[src/rtl/crme_pkg.sv]
// ============================================================================
// crme_pkg: shared types and constants of the circle and ring mesh expander
// Holds the command codes, the controller and datapath handshake structures
// and the fixed-point spoke table arithmetic.
// ============================================================================
package crme_pkg;

  localparam int COORD_W = 16;
  localparam int INDEX_W = 16;
  localparam int TOTAL_W = 20;
  localparam int COLOR_W = 32;
  localparam int UNIT_W  = 16;

  localparam logic [TOTAL_W-1:0] INDEX_MAX = {TOTAL_W{1'b1}};
  localparam logic [INDEX_W-1:0] VERTEX_MAX = {INDEX_W{1'b1}};

  localparam logic [63:0] PI_Q28  = 64'd843314857;
  localparam logic [63:0] ONE_Q28 = 64'd268435456;

  typedef enum logic [2:0] {
    OP_CLEAR  = 3'd0,
    OP_VERTEX = 3'd1,
    OP_TRI    = 3'd2,
    OP_CIRCLE = 3'd3,
    OP_RING   = 3'd4
  } op_e_t;

  // What the datapath places in the output register.
  typedef enum logic [2:0] {
    KIND_CLEAR,
    KIND_VERTEX,
    KIND_TRI,
    KIND_CENTRE,
    KIND_RIM,
    KIND_OUTER,
    KIND_INNER
  } kind_t;

  typedef enum logic [1:0] {
    ST_IDLE,
    ST_MUL,
    ST_EMIT
  } state_t;

  typedef struct packed {
    logic  load;
    logic  mul;
    logic  use_outer;
    logic  emit;
    kind_t kind;
    logic  last;
  } cmd_t;

  typedef struct packed {
    logic out_free;
  } status_t;

  // One Taylor term divided by its factorial step; the divisors are fixed.
  function automatic logic [63:0] term_div(input logic [63:0] prod, input int k,
                                           input logic want_sin);
    logic [63:0] res;
    res = prod;
    if (want_sin) begin
      case (k)
        1: res = prod / 64'd6;
        2: res = prod / 64'd20;
        3: res = prod / 64'd42;
        4: res = prod / 64'd72;
        default: res = prod / 64'd110;
      endcase
    end else begin
      case (k)
        1: res = prod / 64'd2;
        2: res = prod / 64'd12;
        3: res = prod / 64'd30;
        4: res = prod / 64'd56;
        default: res = prod / 64'd90;
      endcase
    end
    return res;
  endfunction

  // Sine or cosine in Q1.14 of a quarter-turn fraction r, clamped to [0, 1].
  function automatic logic signed [UNIT_W-1:0] taylor_q14(input logic [13:0] r,
                                                         input logic want_sin);
    logic [63:0]        x;
    logic [63:0]        x2;
    logic [63:0]        term;
    logic signed [63:0] sum;
    logic [63:0]        rnd;
    x    = ({50'd0, r} * PI_Q28 + 64'd16384) >> 15;
    x2   = (x * x + (64'd1 << 27)) >> 28;
    term = want_sin ? x : ONE_Q28;
    sum  = signed'(term);
    for (int k = 1; k <= 5; k++) begin
      term = term_div((term * x2) >> 28, k, want_sin);
      if (k % 2 == 1) sum = sum - signed'(term);
      else            sum = sum + signed'(term);
    end
    if (sum < 0) sum = 0;
    if (sum > signed'(ONE_Q28)) sum = signed'(ONE_Q28);
    rnd = (unsigned'(sum) + 64'd8192) >> 14;
    return signed'(rnd[UNIT_W-1:0]);
  endfunction

endpackage

[src/rtl/crme_if.sv]
// ============================================================================
// crme_in_if / crme_out_if: request channels of the mesh expander
// Valid and ready handshake; a request moves at a clock edge with both high.
// ============================================================================
interface crme_in_if;
  logic               valid;
  logic               ready;
  logic [2:0]         op;
  logic signed [15:0] center_x;
  logic signed [15:0] center_y;
  logic [15:0]        radius;
  logic [15:0]        ring_outer;
  logic [31:0]        color;
  logic [15:0]        tri_first;
  logic [15:0]        tri_second;
  logic [15:0]        tri_third;

  modport source (output valid, op, center_x, center_y, radius, ring_outer, color,
                  tri_first, tri_second, tri_third, input ready);
  modport sink (input valid, op, center_x, center_y, radius, ring_outer, color,
                tri_first, tri_second, tri_third, output ready);
endinterface

interface crme_out_if;
  logic               valid;
  logic               ready;
  logic               has_vertex;
  logic signed [15:0] vertex_x;
  logic signed [15:0] vertex_y;
  logic [31:0]        vertex_color;
  logic               has_triangle;
  logic [15:0]        corner_a;
  logic [15:0]        corner_b;
  logic [15:0]        corner_c;
  logic [19:0]        indices_total;
  logic               overflow;
  logic               last;

  modport source (output valid, has_vertex, vertex_x, vertex_y, vertex_color, has_triangle,
                  corner_a, corner_b, corner_c, indices_total, overflow, last,
                  input ready);
  modport sink (input valid, has_vertex, vertex_x, vertex_y, vertex_color, has_triangle,
                corner_a, corner_b, corner_c, indices_total, overflow, last,
                output ready);
endinterface

[src/rtl/crme_ctrl.sv]
// ============================================================================
// crme_ctrl: command sequencer of the mesh expander
// Walks each request through its results, one spoke multiply and one emit
// at a time.
// ============================================================================
module crme_ctrl #(
  parameter int SPOKES = 16
) (
  input  logic                      clk,
  input  logic                      rst_n,
  input  logic                      in_valid,
  input  logic [2:0]                in_op,
  output logic                      in_ready,
  input  crme_pkg::status_t         status,
  output crme_pkg::cmd_t            cmd,
  output logic [$clog2(SPOKES)-1:0] spoke
);
  import crme_pkg::*;

  localparam int SW = $clog2(SPOKES);
  localparam logic [SW-1:0] FINAL_SPOKE = SW'(SPOKES - 1);

  state_t        state_r, state_nxt;
  kind_t         kind_r, kind_nxt;
  logic [SW-1:0] spoke_r, spoke_nxt;

  always_ff @(posedge clk) begin
    if (!rst_n) begin
      state_r <= ST_IDLE;
      kind_r  <= KIND_CLEAR;
      spoke_r <= '0;
    end else begin
      state_r <= state_nxt;
      kind_r  <= kind_nxt;
      spoke_r <= spoke_nxt;
    end
  end

  assign spoke = spoke_r;

  always_comb begin
    state_nxt     = state_r;
    kind_nxt      = kind_r;
    spoke_nxt     = spoke_r;
    in_ready      = 1'b0;
    cmd           = '0;
    cmd.kind      = kind_r;
    cmd.use_outer = (kind_r == KIND_OUTER);
    unique case (state_r)
      ST_IDLE: begin
        in_ready = 1'b1;
        if (in_valid) begin
          cmd.load  = 1'b1;
          spoke_nxt = '0;
          unique case (in_op)
            OP_CLEAR: begin
              kind_nxt  = KIND_CLEAR;
              state_nxt = ST_EMIT;
            end
            OP_VERTEX: begin
              kind_nxt  = KIND_VERTEX;
              state_nxt = ST_EMIT;
            end
            OP_TRI: begin
              kind_nxt  = KIND_TRI;
              state_nxt = ST_EMIT;
            end
            OP_CIRCLE: begin
              kind_nxt  = KIND_CENTRE;
              state_nxt = ST_EMIT;
            end
            OP_RING: begin
              kind_nxt  = KIND_OUTER;
              state_nxt = ST_MUL;
            end
            default: state_nxt = ST_IDLE;
          endcase
        end
      end
      ST_MUL: begin
        cmd.mul   = 1'b1;
        state_nxt = ST_EMIT;
      end
      ST_EMIT: begin
        unique case (kind_r)
          KIND_CENTRE, KIND_OUTER: cmd.last = 1'b0;
          KIND_RIM, KIND_INNER:    cmd.last = (spoke_r == FINAL_SPOKE);
          default:                 cmd.last = 1'b1;
        endcase
        if (status.out_free) begin
          cmd.emit = 1'b1;
          unique case (kind_r)
            KIND_CENTRE: begin
              kind_nxt  = KIND_RIM;
              state_nxt = ST_MUL;
            end
            KIND_RIM: begin
              if (spoke_r == FINAL_SPOKE) begin
                state_nxt = ST_IDLE;
              end else begin
                spoke_nxt = spoke_r + 1'b1;
                state_nxt = ST_MUL;
              end
            end
            KIND_OUTER: begin
              kind_nxt  = KIND_INNER;
              state_nxt = ST_MUL;
            end
            KIND_INNER: begin
              if (spoke_r == FINAL_SPOKE) begin
                state_nxt = ST_IDLE;
              end else begin
                spoke_nxt = spoke_r + 1'b1;
                kind_nxt  = KIND_OUTER;
                state_nxt = ST_MUL;
              end
            end
            default: state_nxt = ST_IDLE;
          endcase
        end
      end
      default: state_nxt = ST_IDLE;
    endcase
  end

endmodule

[src/rtl/crme_dp.sv]
// ============================================================================
// crme_dp: datapath of the mesh expander
// Holds the request, the running counts, the spoke table, the spoke
// multipliers and the output register.
// ============================================================================
module crme_dp #(
  parameter int SPOKES = 16
) (
  input  logic                      clk,
  input  logic                      rst_n,
  input  logic signed [15:0]        in_center_x,
  input  logic signed [15:0]        in_center_y,
  input  logic [15:0]               in_radius,
  input  logic [15:0]               in_ring_outer,
  input  logic [31:0]               in_color,
  input  logic [15:0]               in_tri_first,
  input  logic [15:0]               in_tri_second,
  input  logic [15:0]               in_tri_third,
  input  crme_pkg::cmd_t            cmd,
  input  logic [$clog2(SPOKES)-1:0] spoke,
  output crme_pkg::status_t         status,
  crme_out_if.source                out_if
);
  import crme_pkg::*;

  localparam int SW    = $clog2(SPOKES);
  localparam int ABS_W = UNIT_W - 1;
  localparam int MAG_W = (UNIT_W - 1) + COORD_W;
  localparam int OFF_W = MAG_W - 14;
  localparam int SUM_W = COORD_W + 2;
  localparam logic [SW-1:0] FINAL_SPOKE = SW'(SPOKES - 1);

  // Spoke unit vector, sine for x and cosine for y.
  function automatic logic signed [UNIT_W-1:0] spoke_unit(input int i, input logic want_x);
    logic [63:0]               ph;
    logic [1:0]                q;
    logic [13:0]               r;
    logic signed [UNIT_W-1:0]  s;
    logic signed [UNIT_W-1:0]  c;
    logic signed [UNIT_W-1:0]  res;
    ph  = (64'(i) * 64'd65536 + 64'(SPOKES / 2)) / SPOKES;
    q   = ph[15:14];
    r   = ph[13:0];
    s   = taylor_q14(r, 1'b1);
    c   = taylor_q14(r, 1'b0);
    case (q)
      2'd0:    res = want_x ? s : c;
      2'd1:    res = want_x ? c : -s;
      2'd2:    res = want_x ? -s : -c;
      default: res = want_x ? -c : s;
    endcase
    return res;
  endfunction

  logic signed [UNIT_W-1:0] sin_tab [SPOKES];
  logic signed [UNIT_W-1:0] cos_tab [SPOKES];

  for (genvar g = 0; g < SPOKES; g++) begin : g_rom
    localparam logic signed [UNIT_W-1:0] SIN_V = spoke_unit(g, 1'b1);
    localparam logic signed [UNIT_W-1:0] COS_V = spoke_unit(g, 1'b0);
    assign sin_tab[g] = SIN_V;
    assign cos_tab[g] = COS_V;
  end

  // Request registers.
  logic signed [COORD_W-1:0] cx_r, cy_r;
  logic [COORD_W-1:0]        rin_r, rout_r;
  logic [COLOR_W-1:0]        col_r;
  logic [INDEX_W-1:0]        tri_a_r, tri_b_r, tri_c_r;
  logic [INDEX_W-1:0]        base_r;

  // Running counts.
  logic [INDEX_W-1:0] vtot_r, vtot_nxt;
  logic [TOTAL_W-1:0] itot_r, itot_nxt;
  logic               ovf_r, ovf_nxt;

  // Product stage.
  logic [MAG_W-1:0] mag_x_r, mag_y_r;
  logic             neg_x_r, neg_y_r;

  // Output register.
  logic               out_valid_r, out_valid_nxt;
  logic               hv_r, ht_r, last_r, ovf_out_r;
  logic [COORD_W-1:0] vx_r, vy_r;
  logic [COLOR_W-1:0] vcol_r;
  logic [INDEX_W-1:0] ca_r, cb_r, cc_r;
  logic [TOTAL_W-1:0] itot_out_r;

  always_ff @(posedge clk) begin
    if (cmd.load) begin
      cx_r    <= in_center_x;
      cy_r    <= in_center_y;
      rin_r   <= in_radius;
      rout_r  <= in_ring_outer;
      col_r   <= in_color;
      tri_a_r <= in_tri_first;
      tri_b_r <= in_tri_second;
      tri_c_r <= in_tri_third;
      base_r  <= vtot_r;
    end
  end

  // Multiply stage: magnitude of the unit times the radius.
  logic [COORD_W-1:0]       rad;
  logic signed [UNIT_W-1:0] us, uc;
  logic [UNIT_W-2:0]        abs_s, abs_c;

  always_comb begin
    rad   = cmd.use_outer ? rout_r : rin_r;
    us    = sin_tab[spoke];
    uc    = cos_tab[spoke];
    abs_s = us[UNIT_W-1] ? ABS_W'(-us) : us[UNIT_W-2:0];
    abs_c = uc[UNIT_W-1] ? ABS_W'(-uc) : uc[UNIT_W-2:0];
  end

  always_ff @(posedge clk) begin
    if (cmd.mul) begin
      mag_x_r <= MAG_W'(abs_s) * MAG_W'(rad);
      mag_y_r <= MAG_W'(abs_c) * MAG_W'(rad);
      neg_x_r <= us[UNIT_W-1];
      neg_y_r <= uc[UNIT_W-1];
    end
  end

  // Round half away from zero, offset the centre and saturate.
  function automatic logic [COORD_W-1:0] place(input logic signed [COORD_W-1:0] centre,
                                               input logic [MAG_W-1:0] mag,
                                               input logic neg);
    logic [MAG_W-1:0]        rnd;
    logic signed [SUM_W-1:0] off;
    logic signed [SUM_W-1:0] v;
    logic [COORD_W-1:0]      res;
    rnd = mag + MAG_W'(8192);
    off = signed'({1'b0, rnd[MAG_W-1:14]});
    v   = neg ? SUM_W'(centre) - off : SUM_W'(centre) + off;
    if (v > SUM_W'(32767))       res = 16'h7FFF;
    else if (v < -SUM_W'(32768)) res = 16'h8000;
    else                         res = v[COORD_W-1:0];
    return res;
  endfunction

  logic [SW-1:0]      prev;
  logic [INDEX_W-1:0] k1, p1, k2, p2;
  logic               hv, ht;
  logic [COORD_W-1:0] vx, vy;
  logic [COLOR_W-1:0] vcol;
  logic [INDEX_W-1:0] ca, cb, cc;

  always_comb begin
    prev = (spoke == '0) ? FINAL_SPOKE : spoke - 1'b1;
    k1   = INDEX_W'(spoke);
    p1   = INDEX_W'(prev);
    k2   = INDEX_W'({spoke, 1'b0});
    p2   = INDEX_W'({prev, 1'b0});
    hv   = 1'b0;
    ht   = 1'b0;
    vx   = '0;
    vy   = '0;
    vcol = '0;
    ca   = '0;
    cb   = '0;
    cc   = '0;
    case (cmd.kind)
      KIND_VERTEX, KIND_CENTRE: begin
        hv   = 1'b1;
        vx   = cx_r;
        vy   = cy_r;
        vcol = col_r;
      end
      KIND_TRI: begin
        ht = 1'b1;
        ca = tri_a_r;
        cb = tri_b_r;
        cc = tri_c_r;
      end
      KIND_RIM: begin
        hv = 1'b1;
        ht = 1'b1;
        ca = base_r;
        cb = base_r + p1 + 1'b1;
        cc = base_r + k1 + 1'b1;
      end
      KIND_OUTER: begin
        hv = 1'b1;
        ht = 1'b1;
        ca = base_r + p2 + 1'b1;
        cb = base_r + p2;
        cc = base_r + k2;
      end
      KIND_INNER: begin
        hv = 1'b1;
        ht = 1'b1;
        ca = base_r + k2;
        cb = base_r + p2 + 1'b1;
        cc = base_r + k2 + 1'b1;
      end
      default: ;
    endcase
    if (cmd.kind == KIND_RIM || cmd.kind == KIND_OUTER || cmd.kind == KIND_INNER) begin
      vx   = place(cx_r, mag_x_r, neg_x_r);
      vy   = place(cy_r, mag_y_r, neg_y_r);
      vcol = col_r;
    end
  end

  // Counts after this result.
  always_comb begin
    vtot_nxt = vtot_r;
    itot_nxt = itot_r;
    ovf_nxt  = ovf_r;
    if (cmd.emit) begin
      if (cmd.kind == KIND_CLEAR) begin
        vtot_nxt = '0;
        itot_nxt = '0;
        ovf_nxt  = 1'b0;
      end else begin
        if (hv) begin
          vtot_nxt = vtot_r + 1'b1;
          ovf_nxt  = ovf_r | (vtot_r == VERTEX_MAX);
        end
        if (ht) begin
          itot_nxt = (itot_r > INDEX_MAX - TOTAL_W'(3)) ? INDEX_MAX : itot_r + TOTAL_W'(3);
        end
      end
    end
  end

  always_ff @(posedge clk) begin
    if (!rst_n) begin
      vtot_r <= '0;
      itot_r <= '0;
      ovf_r  <= 1'b0;
    end else begin
      vtot_r <= vtot_nxt;
      itot_r <= itot_nxt;
      ovf_r  <= ovf_nxt;
    end
  end

  assign status.out_free = !out_valid_r || out_if.ready;
  assign out_valid_nxt   = cmd.emit ? 1'b1 : (out_if.ready ? 1'b0 : out_valid_r);

  always_ff @(posedge clk) begin
    if (!rst_n) begin
      out_valid_r <= 1'b0;
    end else begin
      out_valid_r <= out_valid_nxt;
    end
  end

  always_ff @(posedge clk) begin
    if (cmd.emit) begin
      hv_r       <= hv;
      vx_r       <= vx;
      vy_r       <= vy;
      vcol_r     <= vcol;
      ht_r       <= ht;
      ca_r       <= ca;
      cb_r       <= cb;
      cc_r       <= cc;
      itot_out_r <= itot_nxt;
      ovf_out_r  <= ovf_nxt;
      last_r     <= cmd.last;
    end
  end

  assign out_if.valid         = out_valid_r;
  assign out_if.has_vertex    = hv_r;
  assign out_if.vertex_x      = vx_r;
  assign out_if.vertex_y      = vy_r;
  assign out_if.vertex_color  = vcol_r;
  assign out_if.has_triangle  = ht_r;
  assign out_if.corner_a      = ca_r;
  assign out_if.corner_b      = cb_r;
  assign out_if.corner_c      = cc_r;
  assign out_if.indices_total = itot_out_r;
  assign out_if.overflow      = ovf_out_r;
  assign out_if.last          = last_r;

endmodule

[src/rtl/circle_ring_mesh_expander.sv]
// ============================================================================
// circle_ring_mesh_expander: drawing commands to mesh vertices and triangles
// Clear, vertex, triangle, filled circle and ring requests become a stream of
// result requests, each carrying a vertex, an index triple or both.
// ============================================================================
// Sequence: a request is taken in the idle step and each result is registered in
// an emit step; a ring result, and every circle result after the centre, follows a
// multiply step. A stalled output holds the emit step, and no new request is taken
// until the last result of the previous one has been emitted.
// Reset (rst_n low, synchronous): the vertex count, index count, overflow flag,
// sequencer and output valid clear; the spoke table is constant logic.
module circle_ring_mesh_expander #(
  parameter int SPOKES = 16
) (
  input  logic       clk,
  input  logic       rst_n,
  crme_in_if.sink    in_if,
  crme_out_if.source out_if
);
  import crme_pkg::*;

  localparam int SW = $clog2(SPOKES);

  // The controller sequences each request; the datapath holds every value.
  cmd_t          cmd;
  status_t       status;
  logic [SW-1:0] spoke;

  crme_ctrl #(
    .SPOKES (SPOKES)
  ) u_ctrl (
    .clk      (clk),
    .rst_n    (rst_n),
    .in_valid (in_if.valid),
    .in_op    (in_if.op),
    .in_ready (in_if.ready),
    .status   (status),
    .cmd      (cmd),
    .spoke    (spoke)
  );

  // The datapath's output register decouples the result side, so a stalled
  // result only holds the sequencer in its emit step.
  crme_dp #(
    .SPOKES (SPOKES)
  ) u_dp (
    .clk             (clk),
    .rst_n           (rst_n),
    .in_center_x     (in_if.center_x),
    .in_center_y     (in_if.center_y),
    .in_radius       (in_if.radius),
    .in_ring_outer   (in_if.ring_outer),
    .in_color        (in_if.color),
    .in_tri_first    (in_if.tri_first),
    .in_tri_second   (in_if.tri_second),
    .in_tri_third    (in_if.tri_third),
    .cmd             (cmd),
    .spoke           (spoke),
    .status          (status),
    .out_if          (out_if)
  );

endmodule
[src/flat_wrapper.sv]
// flat-port wrapper written by rule: the top's interface ports become plain ports
module circle_ring_mesh_expander_flat import crme_pkg::*;
#(
  parameter int SPOKES = 16
)
  (clk, rst_n, in_if_valid, in_if_op, in_if_center_x, in_if_center_y, in_if_radius, in_if_ring_outer, in_if_color, in_if_tri_first, in_if_tri_second, in_if_tri_third, in_if_ready, out_if_valid, out_if_has_vertex, out_if_vertex_x, out_if_vertex_y, out_if_vertex_color, out_if_has_triangle, out_if_corner_a, out_if_corner_b, out_if_corner_c, out_if_indices_total, out_if_overflow, out_if_last, out_if_ready);
  crme_in_if in_if_i ();
  crme_out_if out_if_i ();
  input  logic clk;
  input  logic rst_n;
  input wire logic [$bits(in_if_i.valid)-1:0] in_if_valid;
  input wire logic [$bits(in_if_i.op)-1:0] in_if_op;
  input wire logic [$bits(in_if_i.center_x)-1:0] in_if_center_x;
  input wire logic [$bits(in_if_i.center_y)-1:0] in_if_center_y;
  input wire logic [$bits(in_if_i.radius)-1:0] in_if_radius;
  input wire logic [$bits(in_if_i.ring_outer)-1:0] in_if_ring_outer;
  input wire logic [$bits(in_if_i.color)-1:0] in_if_color;
  input wire logic [$bits(in_if_i.tri_first)-1:0] in_if_tri_first;
  input wire logic [$bits(in_if_i.tri_second)-1:0] in_if_tri_second;
  input wire logic [$bits(in_if_i.tri_third)-1:0] in_if_tri_third;
  output wire logic [$bits(in_if_i.ready)-1:0] in_if_ready;
  output wire logic [$bits(out_if_i.valid)-1:0] out_if_valid;
  output wire logic [$bits(out_if_i.has_vertex)-1:0] out_if_has_vertex;
  output wire logic [$bits(out_if_i.vertex_x)-1:0] out_if_vertex_x;
  output wire logic [$bits(out_if_i.vertex_y)-1:0] out_if_vertex_y;
  output wire logic [$bits(out_if_i.vertex_color)-1:0] out_if_vertex_color;
  output wire logic [$bits(out_if_i.has_triangle)-1:0] out_if_has_triangle;
  output wire logic [$bits(out_if_i.corner_a)-1:0] out_if_corner_a;
  output wire logic [$bits(out_if_i.corner_b)-1:0] out_if_corner_b;
  output wire logic [$bits(out_if_i.corner_c)-1:0] out_if_corner_c;
  output wire logic [$bits(out_if_i.indices_total)-1:0] out_if_indices_total;
  output wire logic [$bits(out_if_i.overflow)-1:0] out_if_overflow;
  output wire logic [$bits(out_if_i.last)-1:0] out_if_last;
  input wire logic [$bits(out_if_i.ready)-1:0] out_if_ready;
  assign in_if_i.valid = in_if_valid;
  assign in_if_i.op = in_if_op;
  assign in_if_i.center_x = in_if_center_x;
  assign in_if_i.center_y = in_if_center_y;
  assign in_if_i.radius = in_if_radius;
  assign in_if_i.ring_outer = in_if_ring_outer;
  assign in_if_i.color = in_if_color;
  assign in_if_i.tri_first = in_if_tri_first;
  assign in_if_i.tri_second = in_if_tri_second;
  assign in_if_i.tri_third = in_if_tri_third;
  assign in_if_ready = in_if_i.ready;
  assign out_if_valid = out_if_i.valid;
  assign out_if_has_vertex = out_if_i.has_vertex;
  assign out_if_vertex_x = out_if_i.vertex_x;
  assign out_if_vertex_y = out_if_i.vertex_y;
  assign out_if_vertex_color = out_if_i.vertex_color;
  assign out_if_has_triangle = out_if_i.has_triangle;
  assign out_if_corner_a = out_if_i.corner_a;
  assign out_if_corner_b = out_if_i.corner_b;
  assign out_if_corner_c = out_if_i.corner_c;
  assign out_if_indices_total = out_if_i.indices_total;
  assign out_if_overflow = out_if_i.overflow;
  assign out_if_last = out_if_i.last;
  assign out_if_i.ready = out_if_ready;
  circle_ring_mesh_expander #(.SPOKES(SPOKES)) u_core (.clk(clk), .rst_n(rst_n), .in_if(in_if_i), .out_if(out_if_i));
endmodule
[config.mk]
export PLATFORM = sky130hd
export DESIGN_NAME = circle_ring_mesh_expander_flat
export DESIGN_NICKNAME = d
export VERILOG_FILES = /design/src/rtl/crme_pkg.sv /design/src/rtl/crme_if.sv /design/src/rtl/crme_ctrl.sv /design/src/rtl/crme_dp.sv /design/src/rtl/circle_ring_mesh_expander.sv /design/src/flat_wrapper.sv
export SDC_FILE = /design/constraint.sdc
export NUM_CORES = 2
export LEC_CHECK = 0
export BUFFER_PORTS_ARGS = -buffer_cell sky130_fd_sc_hd__buf_2
export CORE_MARGIN = 5
export CORE_UTILIZATION = 45
export DETAILED_ROUTE_END_ITERATION = 16
export SKIP_LAST_GASP = 1
export SLEW_MARGIN = 20
export SYNTH_ARGS = -nofsm -noshare
export SYNTH_HDL_FRONTEND = slang
export SYNTH_SLANG_ARGS = --single-unit
export TNS_END_PERCENT = 10
[constraint.sdc]
create_clock -name clk -period 17.8 [get_ports clk]
set_clock_uncertainty 0.2 [all_clocks]
set_input_delay 0 -clock clk [delete_from_list [all_inputs] [get_ports clk]]
set_output_delay 0 -clock clk [all_outputs]
set_load 0.01 [all_outputs]
* Yosys cells after proc, flatten, opt, wreduce, memory -nomap -nowiden
Memory sizes are Yosys's and may differ from the RTL's. Cells that the tools add are included.
Word-level totals: register bits after elaboration 407, bits in read-only memories 512, input bits 151, output and inout port bits 138, word-level logic and storage cells 165, memories 2
Cells by class: add/sub/neg operators 20, multipliers 2, order comparisons 6, equal/unequal tests 21, multiplexer cells 60, bitwise logic cells 2, reductions and logical operators 21
Memory list:
- (no name shown) | depth 16, width 16, rd ports 1, clocked after Yosys merged registers in 0, wr ports 0, RTL line crme_dp.sv:111 | uc = cos_tab[spoke];
- (no name shown) | depth 16, width 16, rd ports 1, clocked after Yosys merged registers in 0, wr ports 0, RTL line crme_dp.sv:110 | us = sin_tab[spoke];
Operator list (count):
- 16-bit two-way mux | 15
- 16-bit one-hot mux with 4 select lines | 3
- 16-bit by 1-bit adder with 16-bit output (second input constant) | 5
- 20-bit two-way mux | 4
- 32-bit two-way mux | 2
- 31-bit by 14-bit adder with 31-bit output (second input constant) | 2
- 15-bit by 16-bit multiplier with 31-bit output | 2
- 16-bit by 18-bit adder with 18-bit output | 2
- 18-bit by 16-bit > comparator with 1-bit output (second input constant) | 2
- 18-bit by 16-bit less-than comparator with 1-bit output (second input constant) | 2
- 18-bit two-way mux | 2
- 16-bit by 18-bit subtractor with 18-bit output | 2
- 16-bit by 4-bit adder with 16-bit output | 2
- 16-bit by 5-bit adder with 16-bit output | 2
- 15-bit two-way mux | 2
- 15-bit negation | 2
- 20-bit by 2-bit adder with 20-bit output (second input constant) | 1
- 20-bit > comparator (second input constant) | 1
- 4-bit two-way mux | 5
- 16-bit equality test (second input constant) | 1
- 3-bit one-hot mux with 5 select lines | 1
- 1-bit two-way mux | 14
- 3-bit by 2-bit equality test with 1-bit output (second input constant) | 4
- 3-bit equality test (second input constant) | 4
- 34 further kinds | 50

* Longest topological paths before layout
word-level depth 7, mapped depth 40, mapped depth without buffers 36

* Hierarchy
A second synthesis with hierarchy kept.
Second synthesis, totals: cell total of the unflattened synthesis 3482, area total of the unflattened synthesis 34913.5 sq um
By module, submodules not included:
- crme_dp | instances 1, cells an instance 3405, area an instance 34315.4 sq um, sequential area each 10790.3 sq um
- crme_ctrl | instances 1, cells an instance 77, area an instance 598.1 sq um, sequential area each 180.2 sq um

* Worst setup path before layout
OpenSTA, ideal clock, no wires.
path type register -> register, start register u_core.u_ctrl.state_r[1], end register u_core.u_ctrl.kind_r[0], library setup time 120 ps, arrival 13006 ps, data required time 17480 ps, setup slack 4475 ps, stages on the path, launching flop included 6, path buffers 0, period minus slack after synthesis 13325 ps, cell sequence dfxtp_1 -> nor3_1 -> nor2_1 -> a211oi_1 -> mux2i_1 -> nor2_1
On the way: cells in the longest elaborated chain, start to end 3, elaborated cells between the ends (all ways) 10, those cells by class eq/ne: 6; mux: 1; reduce/logical: 3
RTL lines:
- start: declaration | RTL line crme_ctrl.sv:23 | state_t state_r, state_nxt;
- start signal: assignment | RTL line crme_ctrl.sv:33 | state_r <= state_nxt;
- 2-bit equality test / 2-bit logical NOT (equally long branches) | RTL line crme_ctrl.sv:49 | unique case (state_r)
- 4-bit by 3-bit != test with 1-bit output (no line) (tied with other cells)
- 6-bit AND reduction (no line)
- end signal: assignment | RTL line crme_ctrl.sv:34 | kind_r <= kind_nxt;
- end: declaration | RTL line crme_ctrl.sv:24 | kind_t kind_r, kind_nxt;
Several ways; a longest one is shown, not always the timed one. A chain may end at the register's enable or synchronous reset.

* Worst setup path in the final report
start register u_core.u_ctrl.spoke_r[1] (netlist: u_core.u_ctrl.spoke[1]), end register u_core.u_dp.mag_y_r[30] (data pin)
On the way: cells in the longest elaborated chain, start to end 7
RTL lines:
- start: declaration | RTL line crme_ctrl.sv:25 | logic [SW-1:0] spoke_r, spoke_nxt;
- start signal: assignment | RTL line crme_ctrl.sv:35 | spoke_r <= spoke_nxt;
- 4-bit inverter with 5-bit output (implied by the code) (*) | RTL line crme_dp.sv:111
- memory read 16 x 16 bit (*)
- 16-bit two-way mux (implied by the code) (*) (2 in a row) | RTL line crme_dp.sv:111
- 15-bit negation | RTL line crme_dp.sv:113 | abs_c = uc[UNIT_W-1] ? ABS_W'(-uc) : uc[UNIT_W-2:0];
- 15-bit two-way mux (*) | RTL line crme_dp.sv:113
- 15-bit by 16-bit multiplier with 31-bit output (*) | RTL line crme_dp.sv:119 | mag_y_r <= MAG_W'(abs_c) * MAG_W'(rad);
- end signal: assignment | RTL line crme_dp.sv:119
- end: declaration | RTL line crme_dp.sv:78 | logic [MAG_W-1:0] mag_x_r, mag_y_r;
Every way passes the cells marked *; elsewhere a longest branch is shown, timed or not. The select of a mux whose other input is x is not followed.

==> key figures <==
Timing
  – TNS Setup: 0 ns
  – Final hold viol count: 0
  – Final Cycle Share: 58.9%
  – Fin crit period: 10.48 ns
  – Worst setup margin: 7.32 ns
  – RSZ-0062 raised after global routing: false
  – Slew HR: 21.6%
  – Slew Limit Fails: 0
  – Worst-Margin Slew: 1.17 ns
  – Final setup viols: 0
  – Fmax: 95.4 MHz

Outcome
  – Status: completed

Placed design
  – Minimum setup slack after placement: 7.41 ns
  – PortBufs: 288
  – HPWL after DPL: 78.0 mm
  – Placed cell count: 4809
  – Final Wtd Congestion: 0.969

Floorplanning
  – Starting Density: 45.1%
  – Die Ht: 291 um
  – Io pins: 289
  – Die width: 291 um
  – Number of cell rows: 103
  – DIE AREA: 84500 um^2
  – Core area: 78600 um^2

Route
  – First-pass iteration count of the detailed router: 6
  – Wirelength per Cell: 20.3 um
  – Vias: 28052
  – Drt drc: 0
  – DR iter-0 viols: 2302
  – Routed WL: 105 mm
  – Vias per cell: 5.40
  – ANT nets after route: 0

Yosys
  – Post-synth EDFFs: 334
  – Cells after synthesis: 3574
  – Syn_nets: 4349
  – Synth Area per Inst: 9.92 um^2
  – Commonest cells in the synthesized netlist: 448 x inv_1, 409 x nor2_1, 364 x fa_1, 345 x nand2_1, 334 x edfxtp_1
  – Most frequent cell after synthesis: inv_1
  – Post-Syn Area: 35500 um^2
  – Synth async-reset ratio: 0%
  – Register area share after synthesis: 30.9%
  – Syn. warnings: 0
  – Leading area contributor after synthesis: edfxtp_1
  – Predominant post-synthesis flop cell: edfxtp_1
  – Synth Register Bits: 381
  – Synth top area share: 28.3%
  – Synth area leaders: edfxtp_1 28%, fa_1 21%, ha_1 9.2%, inv_1 4.7%, nor2_1 4.3%
  – Netlist cell types: 97

Global route
  – Largest net degree at the start of global routing: 76
  – First-pass GRT wire length: 166 mm
  – GR Overflow Total: 0
  – Antenna violations before repair: 3
  – Gr usage total: 24.7%
  – Vias in the first global route: 28665

Finish
  – Final core occ: 54.3%
  – Fillers: 6973
  – Nets: 4880
  – Synthesis-to-layout area growth: 20.5%
  – Layout Cells excl Fill: 5196
  – Layout cells sized above 1: 12.2%

Power
  – Max VDD drop: 80.4 uV
  – PwrDens: 79.2 nW/um^2
  – Leakage: 19.0 nW
  – Power, Total: 3.38 mW

Setup path
  – Worst Path Max Fanout: 18
  – WS Path Type: flop to flop
  – Slowest CP cell: a221oi_1
  – Critical Path RT: 17.95 ns
  – FF-to-FF setup slack: 7.32 ns
  – Reg2Reg Depth: 32
  – Critical path capture point type: flop
  – CP arrival: 10.63 ns
  – Max incr delay on CP: 0.95 ns
  – CP startpoint kind: flop

Clock network
  – H-Tree Depth: 2
  – Clock-pin slew of the registers on the worst-case setup and hold paths: 0.06 ns
  – CTS Buf Count: 45
  – Clock root buffer: clkbuf_16
  – Clk_lat worst skew: 0.62 ns
  – Setup Buffers After CTS: 0
  – CTS Sinks: 381
  – Clock Path Buffers: 3
  – CTS tree: yes

Worst hold path
  – HP Class: input pin to flop
  – Worst hold path cell count: 2

Flow run
  – MaxCap Viol Count: 0
==> power breakdown <==
group	internal, mW	switching, mW	total, mW
Clock	0.572	0.404	0.976
Sequential	1.08	0.0392	1.11
Combinational	0.520	0.773	1.29
==> worst paths after layout <==
kind / startpoint / end
setup / recovery: u_core.u_ctrl.spoke[1] / u_core.u_dp.mag_y_r[30]
hold / removal: in_if_ring_outer[7] / u_core.u_dp.rout_r[7]
setup reg to reg: u_core.u_ctrl.spoke[1] / u_core.u_dp.mag_y_r[30]
hold reg to reg: u_core.u_dp.ovf_r / u_core.u_dp.ovf_r
==> critical path: cells and delay by family, from the launching register on <==
family | cells | cell delay [ns]
simple gates | 5 | 0.86
mux | 1 | 0.31
flops | 1 | 0.73
xor+xnor | 2 | 0.19
fa+ha+maj | 8 | 3.69
buf+inv | 6 | 0.66
compound gates | 10 | 3.60
==> layout by cell type, fill, tap and decap left out, drive strengths merged, types with 27 or more instances in the layout <==
cell type / Yosys / routed
edfxtp: 334 / 334
dfxtp: 47 / 47
clkbuf: 128 / 54
fa: 364 / 364
nand3: 54 / 54
a221o: 35 / 35
nor2: 414 / 414
ha: 260 / 260
and3: 37 / 37
dlygate4sd3: 0 / 299
a21o: 41 / 41
xor2: 103 / 103
mux2i: 29 / 29
a31oi: 34 / 34
a21oi: 123 / 123
nand2: 345 / 345
nor2b: 27 / 27
a22oi: 34 / 34
nor3: 44 / 44
nand2b: 44 / 44
and2: 83 / 83
o21ai: 94 / 94
xnor2: 145 / 145
inv: 449 / 454
buf: 32 / 345
==> timing repair <==
action,4_1_cts,5_1_grt
setup endpoints to repair,0,0
hold buffers,299,0
gates resized for setup,0,0
hold endpoints to repair,177,0
==> final cells by class <==
class                      count  area [um^2]  share of cell area (%)
clock buffer                  54         1220                    2.86
clock inverter                30          374                   0.876
multi-input combinational   2581        22300                    52.1
sequential                   381        11000                    25.7
tap                         1050         1310                    3.08
timing repair buffer         644         4860                    11.4
inverter                     452         1700                    3.98
antenna                        4         10.0                  0.0234
==> flip-flops by register name, summed over array words and instances (netlist names), 2 cells and up <==
signal and flops:
u_core.u_dp.col_r 32, u_core.u_dp.out_if.vertex_color 32, u_core.u_dp.itot_r 20, u_core.u_dp.out_if.indices_total 20, u_core.u_dp.mag_x_r 18, u_core.u_dp.mag_y_r 18
u_core.u_dp.base_r 16, u_core.u_dp.cx_r 16, u_core.u_dp.cy_r 16, u_core.u_dp.out_if.corner_a 16, u_core.u_dp.out_if.corner_b 16, u_core.u_dp.out_if.corner_c 16
u_core.u_dp.out_if.vertex_x 16, u_core.u_dp.out_if.vertex_y 16, u_core.u_dp.rin_r 16, u_core.u_dp.rout_r 16, u_core.u_dp.tri_a_r 16, u_core.u_dp.tri_b_r 16
u_core.u_dp.tri_c_r 16, u_core.u_dp.vtot_r 16, u_core.u_ctrl.spoke 4, u_core.u_ctrl.kind_r 3, u_core.u_ctrl.state_r 2
==> metrics by stage <==
step | cell area [um^2] | hold WS [ns]
after floorplan | 35500 | -0.101
after global placement | 38100 | -0.0239
after detailed placement | 38100 | -0.0219
after CTS | 42700 | 0.0213
after global routing | 42700 | 0.0451
final | 42700 | 0.0456
==> kinds of logic (layout without fill, tap and decap cells) <==
| kind of cell | Yosys count | count (layout) | synth area share (%) |
|---|---|---|---|
| DFF | 381 | 381 | 30.9 |
| xor gates and xnor gates | 248 | 248 | 6.17 |
| buffers and inverters | 612 | 1180 | 6.62 |
| AOI/OAI and AO/OA | 537 | 537 | 10.6 |
| adders and majority gates | 625 | 625 | 29.8 |
| other | 0 | 4 | 0 |
| and+or+nand+nor | 1135 | 1135 | 14.9 |
| muxes | 36 | 36 | 1.04 |
==> per-layer routing <==
layer | routed length (um) | GRT usage [%] | vias to the layer above
met5 | 8 | 0 | -
met4 | 3630 | 7.21 | 2
met3 | 8420 | 4.97 | 192
met2 | 47000 | 39.0 | 1076
met1 | 46300 | 34.8 | 13747
li1 | - | - | 13035
Power figures use the tool's default switching activity.
